===== src/hdl/srpd_pkg.sv =====
// ----------------------------------------------------------------------------
// srpd_pkg
// Shared constants and types for the run-length sprite pixel decoder.
// ----------------------------------------------------------------------------
package srpd_pkg;

	// sprite size in pixels
	localparam int unsigned PIXEL_COUNT = 1024;

	// width of a pixel position, able to hold PIXEL_COUNT itself
	localparam int unsigned POS_W = $clog2(PIXEL_COUNT + 1);
	// width used when comparing a 16-bit count against the room left
	localparam int unsigned CMP_W = (POS_W > 16) ? POS_W : 16;

	// fixed field widths of a result beat
	localparam int unsigned IDX_OUT_W  = 11;
	localparam int unsigned LEN_OUT_W  = 11;
	localparam int unsigned ARGB_W     = 32;

	localparam logic [7:0] ALPHA_OPAQUE = 8'hFF;
	localparam logic [7:0] BYTE_ZERO    = 8'h00;

	// result queue
	localparam int unsigned QUEUE_DEPTH = 4;
	localparam int unsigned QCNT_W      = $clog2(QUEUE_DEPTH + 1);

	typedef enum logic [4:0] {
		PH_TRANS_LO = 5'b00001,
		PH_TRANS_HI = 5'b00010,
		PH_COLOR_LO = 5'b00100,
		PH_COLOR_HI = 5'b01000,
		PH_PIXEL    = 5'b10000
	} phase_t;

	typedef struct packed {
		logic [IDX_OUT_W-1:0] start_index;
		logic [LEN_OUT_W-1:0] run_length;
		logic [ARGB_W-1:0]    argb_value;
		logic                 sprite_done;
	} res_t;

endpackage


===== src/hdl/sprite_rle_pixel_decoder.sv =====
// ----------------------------------------------------------------------------
// sprite_rle_pixel_decoder
// Parses a run-length compressed sprite byte by byte into ARGB pixel runs.
// ----------------------------------------------------------------------------
//
//  channel   handshake              payload
//  -------   --------------------   ---------------------------------------------
//  in        in_valid / in_stall    data_byte, last_byte
//  out       out_valid / out_stall  start_index, run_length, argb_value, sprite_done
//  cfg       cfg_we                 cfg_wdata (alpha_mode)
//
// One input beat per cycle while in_stall is low. Each byte updates the parse
// registers in the cycle it is accepted and pushes zero, one or two results
// into a four-entry result queue; they reach the output behind older results.
// in_stall rises while the queue holds three or more results, so a byte that
// ends a sprite (a run plus the padding run) always finds room.
// arst_n clears the parse state, the queue count and alpha_mode.
// ----------------------------------------------------------------------------
module sprite_rle_pixel_decoder (
	input  logic        clk,
	input  logic        arst_n,
	input  logic        cfg_we,
	input  logic        cfg_wdata,
	input  logic        in_valid,
	output logic        in_stall,
	input  logic [7:0]  data_byte,
	input  logic        last_byte,
	output logic        out_valid,
	input  logic        out_stall,
	output logic [10:0] start_index,
	output logic [10:0] run_length,
	output logic [31:0] argb_value,
	output logic        sprite_done
);

	localparam int unsigned POS_W = srpd_pkg::POS_W;
	localparam int unsigned CMP_W = srpd_pkg::CMP_W;
	localparam int unsigned QD    = srpd_pkg::QUEUE_DEPTH;
	localparam int unsigned QC_W  = srpd_pkg::QCNT_W;
	localparam logic [POS_W-1:0] TOTAL = POS_W'(srpd_pkg::PIXEL_COUNT);

	logic                alpha_mode_q;
	srpd_pkg::phase_t    phase_q, phase_d;
	logic [7:0]          low_q, low_d;
	logic [15:0]         left_q, left_d;
	logic [1:0]          pbi_q, pbi_d;
	logic [23:0]         color_q, color_d;
	logic [POS_W-1:0]    wp_q, wp_d;

	srpd_pkg::res_t      slot_q [QD];
	logic [QC_W-1:0]     occ_q;

	logic                in_acc, out_acc;
	logic                run_vld, pad_vld;
	srpd_pkg::res_t      run_res, pad_res, first_res;
	logic [QC_W-1:0]     base, n_push;

	// parse step working values
	logic [15:0]         cnt;
	logic [POS_W-1:0]    room, len, wp_mid;
	logic [23:0]         lat;
	logic [7:0]          alpha;
	logic                done_px;
	logic [15:0]         left_dec;

	always_ff @(posedge clk or negedge arst_n) begin
		if (!arst_n) begin
			alpha_mode_q <= 1'b0;
		end else if (cfg_we) begin
			alpha_mode_q <= cfg_wdata;
		end
	end

	assign in_stall = occ_q > QC_W'(QD - 2);
	assign in_acc   = in_valid && !in_stall;
	assign out_valid = occ_q != '0;
	assign out_acc  = out_valid && !out_stall;

	always_comb begin
		phase_d  = phase_q;
		low_d    = low_q;
		left_d   = left_q;
		pbi_d    = pbi_q;
		color_d  = color_q;
		wp_mid   = wp_q;
		run_vld  = 1'b0;
		run_res  = '0;
		cnt      = {data_byte, low_q};
		room     = TOTAL - wp_q;
		len      = (CMP_W'(cnt) < CMP_W'(room)) ? POS_W'(cnt) : room;
		lat      = color_q;
		alpha    = srpd_pkg::ALPHA_OPAQUE;
		done_px  = 1'b0;
		left_dec = left_q - 16'd1;

		if (wp_q < TOTAL) begin
			unique case (phase_q)
				srpd_pkg::PH_TRANS_LO: begin
					low_d   = data_byte;
					phase_d = srpd_pkg::PH_TRANS_HI;
				end
				srpd_pkg::PH_TRANS_HI: begin
					if (len != '0) begin
						run_vld = 1'b1;
						run_res.start_index = srpd_pkg::IDX_OUT_W'(wp_q);
						run_res.run_length  = srpd_pkg::LEN_OUT_W'(len);
						wp_mid = wp_q + len;
					end
					phase_d = srpd_pkg::PH_COLOR_LO;
				end
				srpd_pkg::PH_COLOR_LO: begin
					low_d   = data_byte;
					phase_d = srpd_pkg::PH_COLOR_HI;
				end
				srpd_pkg::PH_COLOR_HI: begin
					left_d  = cnt;
					pbi_d   = 2'd0;
					color_d = '0;
					phase_d = (cnt != 16'd0) ? srpd_pkg::PH_PIXEL : srpd_pkg::PH_TRANS_LO;
				end
				srpd_pkg::PH_PIXEL: begin
					// mode sampled per byte: without alpha, byte two or three is blue
					priority if (pbi_q == 2'd0) begin
						lat[23:16] = data_byte;
					end else if (pbi_q == 2'd1) begin
						lat[15:8] = data_byte;
					end else if (pbi_q == 2'd2 || !alpha_mode_q) begin
						lat[7:0] = data_byte;
						done_px  = !alpha_mode_q;
					end else begin
						alpha   = data_byte;
						done_px = 1'b1;
					end
					if (done_px) begin
						run_vld = 1'b1;
						run_res.start_index = srpd_pkg::IDX_OUT_W'(wp_q);
						run_res.run_length  = srpd_pkg::LEN_OUT_W'(1);
						run_res.argb_value  = {alpha, lat};
						wp_mid  = wp_q + POS_W'(1);
						pbi_d   = 2'd0;
						color_d = '0;
						left_d  = left_dec;
						if (left_dec == 16'd0) begin
							phase_d = srpd_pkg::PH_TRANS_LO;
						end
					end else begin
						color_d = lat;
						pbi_d   = pbi_q + 2'd1;
					end
				end
				default: begin
					phase_d = srpd_pkg::PH_TRANS_LO;
				end
			endcase
		end

		// padding run closes the sprite
		pad_vld = last_byte;
		pad_res.start_index = srpd_pkg::IDX_OUT_W'(wp_mid);
		pad_res.run_length  = srpd_pkg::LEN_OUT_W'(TOTAL - wp_mid);
		pad_res.argb_value  = {srpd_pkg::BYTE_ZERO, 24'd0};
		pad_res.sprite_done = 1'b1;
		wp_d = wp_mid;
		if (last_byte) begin
			phase_d = srpd_pkg::PH_TRANS_LO;
			low_d   = '0;
			left_d  = '0;
			pbi_d   = '0;
			color_d = '0;
			wp_d    = '0;
		end
	end

	always_ff @(posedge clk or negedge arst_n) begin
		if (!arst_n) begin
			phase_q <= srpd_pkg::PH_TRANS_LO;
			low_q   <= '0;
			left_q  <= '0;
			pbi_q   <= '0;
			color_q <= '0;
			wp_q    <= '0;
		end else if (in_acc) begin
			phase_q <= phase_d;
			low_q   <= low_d;
			left_q  <= left_d;
			pbi_q   <= pbi_d;
			color_q <= color_d;
			wp_q    <= wp_d;
		end
	end

	// result queue: head at slot 0, shifts on each output beat
	assign base      = occ_q - QC_W'(out_acc);
	assign first_res = run_vld ? run_res : pad_res;
	assign n_push    = in_acc ? (QC_W'(run_vld) + QC_W'(pad_vld)) : '0;

	always_ff @(posedge clk or negedge arst_n) begin
		if (!arst_n) begin
			occ_q <= '0;
		end else begin
			occ_q <= base + n_push;
		end
	end

	always_ff @(posedge clk) begin
		for (int i = 0; i < QD; i++) begin
			if (n_push != '0 && QC_W'(i) == base) begin
				slot_q[i] <= first_res;
			end else if (n_push == QC_W'(2) && QC_W'(i) == base + QC_W'(1)) begin
				slot_q[i] <= pad_res;
			end else if (out_acc && i < QD - 1) begin
				slot_q[i] <= slot_q[(i < QD - 1) ? i + 1 : i];
			end
		end
	end

	assign start_index = slot_q[0].start_index;
	assign run_length  = slot_q[0].run_length;
	assign argb_value  = slot_q[0].argb_value;
	assign sprite_done = slot_q[0].sprite_done;

	a_occ_bound: assert property (@(posedge clk) disable iff (!arst_n)
		occ_q <= QC_W'(QD))
		else $error("result queue overflow");

	a_wp_bound: assert property (@(posedge clk) disable iff (!arst_n)
		wp_q <= TOTAL)
		else $error("write position beyond sprite");

	a_last_clears: assert property (@(posedge clk) disable iff (!arst_n)
		in_acc && last_byte |=> phase_q == srpd_pkg::PH_TRANS_LO && wp_q == '0 && out_valid)
		else $error("last beat did not restart parse or queue padding run");

endmodule

===== config.mk =====
export PLATFORM = sky130hd
export DESIGN_NAME = sprite_rle_pixel_decoder
export DESIGN_NICKNAME = d
export VERILOG_FILES = /design/src/hdl/srpd_pkg.sv /design/src/hdl/sprite_rle_pixel_decoder.sv
export SDC_FILE = /design/constraint.sdc
export NUM_CORES = 1
export LEC_CHECK = 0
export ABC_AREA = 1
export BUFFER_PORTS_ARGS = -buffer_cell sky130_fd_sc_hd__buf_4
export CAP_MARGIN = 15
export CORE_ASPECT_RATIO = 1.25
export CORE_MARGIN = 4
export CORE_UTILIZATION = 62
export DETAILED_ROUTE_END_ITERATION = 12
export PLACE_DENSITY = 0.92
export SYNTH_ARGS = -nofsm -noshare
export SYNTH_HDL_FRONTEND = slang
export SYNTH_SLANG_ARGS = --single-unit

===== constraint.sdc =====
create_clock -name clk -period 10.4 [get_ports clk]
set_input_delay 1.04 -clock clk [delete_from_list [all_inputs] [get_ports clk]]
set_output_delay 1.04 -clock clk [all_outputs]
set_load 0.03 [all_outputs]

; Word-level counts from Yosys, hierarchy flattened
; Memories as Yosys holds them, arrays and structs flattened.
; Cells that the tools add are included.
[totals]
in_bits = 15
wordCells = 167
memories = 1
regBits = 70
out_inout_bits = 57
mem_bits_rw = 220
[op_classes]
n_lt_le_gt_ge = 3
muxes = 91
addsub = 10
n_reduce_logical = 31
bitwise = 7
n_eq_ne = 16
[mem_list]
columns = memory, depth, width, rd, rd_ports_with_merged_regs, write_ports, line
row1 = slot_q, 4, 55, 4, 0, 3, sprite_rle_pixel_decoder.sv:50  ; srpd_pkg::res_t slot_q [QD];
[ops]
columns = cell, n
row1 = 55-bit two-way mux, 9
row2 = 54-bit two-way mux, 2
row3 = 8-bit two-way mux, 10
row4 = 24-bit two-way mux, 3
row5 = 16-bit two-way mux, 4
row6 = 11-bit two-way mux, 5
row7 = 55-bit OR reduction, 1
row8 = 24-bit one-hot mux with 2 select lines, 1
row9 = 22-bit one-hot mux with 2 select lines, 1
row10 = 1-bit two-way mux, 39
row11 = 32-bit two-way mux, 1
row12 = 16-bit one-hot mux with 2 select lines, 1
row13 = 5-bit two-way mux, 5
row14 = 5-bit one-hot mux with 5 select lines, 1
row15 = 22-bit two-way mux, 1
row16 = 11-bit one-hot mux with 2 select lines, 1
row17 = "11-bit subtractor, first input constant", 2
row18 = 16-bit zero test, 1
row19 = 16-bit by 11-bit < comparator with 1-bit output, 1
row20 = 16-bit nonzero test, 1
row21 = "16-bit by 1-bit subtractor with 16-bit output, second input constant", 1
row22 = "2-bit by 3-bit == test with 1-bit output, first input constant", 4
row23 = "11-bit by 1-bit adder with 11-bit output, second input constant", 1
row24 = 11-bit adder, 1
row25 = other kinds (31), 61

; Longest topological paths before layout
[logic_depth]
word_depth = 20
ltp_mapped = 40
depth_no_buf = 39

; Least setup slack after synthesis
; Ideal clock, no wire load.
[synth_path]
path_kind = reg-to-reg
start = reg wp_q[1]
end = mem slot_q[1][100] (netlist name), enable pin
period_less_slack_ps = 8320
setup_time_ps = 544
setup_slack_ps = 2080
n_path_buf = 3
arrival_ps = 7776
path_stages_with_launch = 28
cell_sequence = dfrtp_1 -> inv_1 -> ha_1 -> nand4_2 -> nor3_4 -> nand2_1 -> xor2_1 -> inv_1 -> ha_1 -> nand2_1 -> o21ai_1 -> nor2_4 -> nand2_4 -> buf_6 -> nand2_1 -> nand2_1 -> nand2_2 -> nor2_4 -> nand3_4 -> buf_6 -> nand2_4 -> nand2_1 -> nand2_2 -> inv_2 -> buf_2 -> ha_1 -> o21ai_0 -> o21ai_0
[synth_lines]
columns = element, line
row1 = start: declaration, sprite_rle_pixel_decoder.sv:48  ; logic [POS_W-1:0] wp_q, wp_d;
row2 = start signal: assignment, sprite_rle_pixel_decoder.sv:188  ; wp_q <= wp_d;
row3 = end: declaration, sprite_rle_pixel_decoder.sv:50

==> results_dict.tcl <==
set metrics [dict create \
    vias 13700 \
    clk_latency_ns 0.57 \
    arrival_ns 7.70 \
    viasPerCell 6.32 \
    synth_flop_cell "edfxtp_1" \
    drt_pass1_iterations 6 \
    ctsRootBufferMaster "clkbuf_16" \
    die_x_um 151 \
    grt-ovfl-total 0 \
    grt_pass1_wl_um 71300 \
    slowest_delay_ns 0.72 \
    gp_congestion 0.989 \
    slew_viol_final 0 \
    worst_slack_ns 2.91 \
    pin_count 72 \
    ys_warn_count 0 \
    period_needed_ns 7.49 \
    setup_tns_ns 0 \
    synth-edff-count 220 \
    ys_seq_area_frac 0.524 \
    diodes 0 \
    synth.distinct_cells 52 \
    crit_required_ns 10.61 \
    die_h_um 187 \
    clock-skew-final_ns 0.0214 \
    worstSetupStartpointType "register" \
    clk_path_buf_depth 3 \
    path_class "reg -> reg" \
    syn_inst 1816 \
    nets 1855 \
    hold_path_class "reg -> reg" \
    crit_buf_inv 6 \
    h-tree-depth 1 \
    clock.fmax_mhz 134 \
    dieArea_um2 28400 \
    worst_hold_slack_ns 0.482 \
    postCtsSetupBuffers 0 \
    cp_common_cell "nand2_1" \
    worst_slew_pin_slew_ns 1.19 \
    drv_cap 0 \
    async_reset_ff_frac 0.241 \
    cts_tree "built" \
    cts_hold_buffers 0 \
    grt_util_all_layers 0.318 \
    status "completed" \
    cts_resized 0 \
    crit_fanout 32 \
    critPathTopFamily "simple AND/OR/NAND/NOR gates" \
    rsz0062_at_grt "false" \
    postRouteAntennaNets 0 \
    wl_per_cell_um 20.8 \
    avgSynthCellArea_um2 8.78 \
    core_um2 25300 \
    report.final.hold_viol_count 0 \
    grt_pass1_vias 13300 \
    wirelength_um 44900 \
    ys_ff_latch 290 \
    cpMaxStageDelayCell "nand2_2" \
    drt_iter0_markers 1985 \
    area_growth_pct 8.27 \
    drive_gt1_frac 0.112 \
    endpoint_kind "register" \
    rows 65 \
    initial_core_util 0.631 \
    slew_headroom 0.203 \
    synth_area_um2 15900 \
    port_buffers 71 \
    hpwlAfterDp_um 30900 \
    cts_made_buffers 28 \
    route.detailed.drc 0 \
    antenna_found_initial 0 \
    place_ws_ns 3.18 \
    finalCritPeriodShare 0.720 \
    grt_max_degree 71 \
    clock-sinks 290 \
    syn-num-nets 1867 \
    clk_pin_slew_worst_paths_ns 0.06 \
    final-setup-viol-count 0 \
]
## layout make-up
class	instances	area, um2
sequential	290	8360
fill	1831	8030
multi-input combinational	1227	6270
clock buffer	34	733
timing repair buffer	89	668
inverter	168	631
tap	335	419
clock inverter	17	186
## per-layer routing
metal,share of wire,track usage
met4,0.053,0.138
met1,0.36,0.414
met2,0.48,0.521
met3,0.11,0.0567
met5,0,0
## sequential cells by signal, indices dropped and copies added, names as in the netlist
name	flops
slot_q	220
color_q	24
left_q	16
wp_q	11
low_q	8
phase_q	5
occ_q	3
pbi_q	2
alpha_mode_q	1
## final timing paths
kind                            depth (start not counted)             to  slack, ns   startpoint
worst max-delay path                                   30  slot_q[1][22]       2.91      wp_q[1]
worst min-delay path                                    2    color_q[15]       0.48  color_q[15]
worst max register to register                         30  slot_q[1][22]       2.91      wp_q[1]
worst min register to register                          2    color_q[15]       0.48  color_q[15]
max in group asynchronous                               1       pbi_q[1]       9.16       arst_n
min in group asynchronous                               1      left_q[7]       0.63       arst_n
## synth_stat cells (all sizes together) (13+ instances only)
cell	count	area (um2)
nand2	486	1920
o21ai	263	1340
edfxtp	220	6610
inv	161	604
nor2	141	609
nand3	98	531
dfrtp	69	1730
buf	66	480
clkbuf	65	245
a21oi	63	338
o22ai	37	231
ha	34	425
xor2	24	210
nand4	21	144
nor3	13	92.6
## worst register-to-register path: cells and delay by family, from the launching register on
kind | cells | cell delay [ns]
buffers and inverters | 6 | 1.67
XOR/XNOR | 1 | 0.19
adder cells (fa/ha/maj) | 3 | 0.92
AND/OR/NAND/NOR | 19 | 3.61
AO/OA/AOI/OAI | 1 | 0.23
flip-flops | 1 | 0.51
## cells by family (layout without fill, tap and decap cells)
logic type                 count (synthesis)  after routing  synth area share
xor gates and xnor gates                  29             29            0.0159
DFF                                      290            290             0.524
and+or+nand+nor                          769            769             0.211
buffers and inverters                    299            308            0.0850
AOI/OAI and AO/OA                        393            393             0.135
adders and majority gates                 36             36            0.0292
## layout by cell type, fill, tap and decap left out, types with 7 or more instances in the layout
cell	count
ha_1	34
nor2_1	127
nand4_1	19
dfrtp_1	69
a21oi_1	61
buf_4	89
nor3_1	10
nor4_1	7
nand3_1	91
clkinv_1	15
xor2_1	24
o221ai_1	9
clkbuf_16	28
edfxtp_1	220
o21ai_1	13
inv_1	150
inv_2	11
nand2_2	25
nor2_2	7
o22ai_1	37
nand2_1	456
o21ai_0	244
## metrics by stage
stage               area (um2)   util  cells
floorplan                15900      -   1816
global placement         16300  0.646   2109
detailed placement       16300  0.646   2109
CTS                      17300  0.683   2160
global route             17300  0.683   2160
finish                   17300  0.683   2160
Power is left out: the tool's default activity adds up to more than one toggle a clock period on the data nets, which glitch-free logic cannot reach.
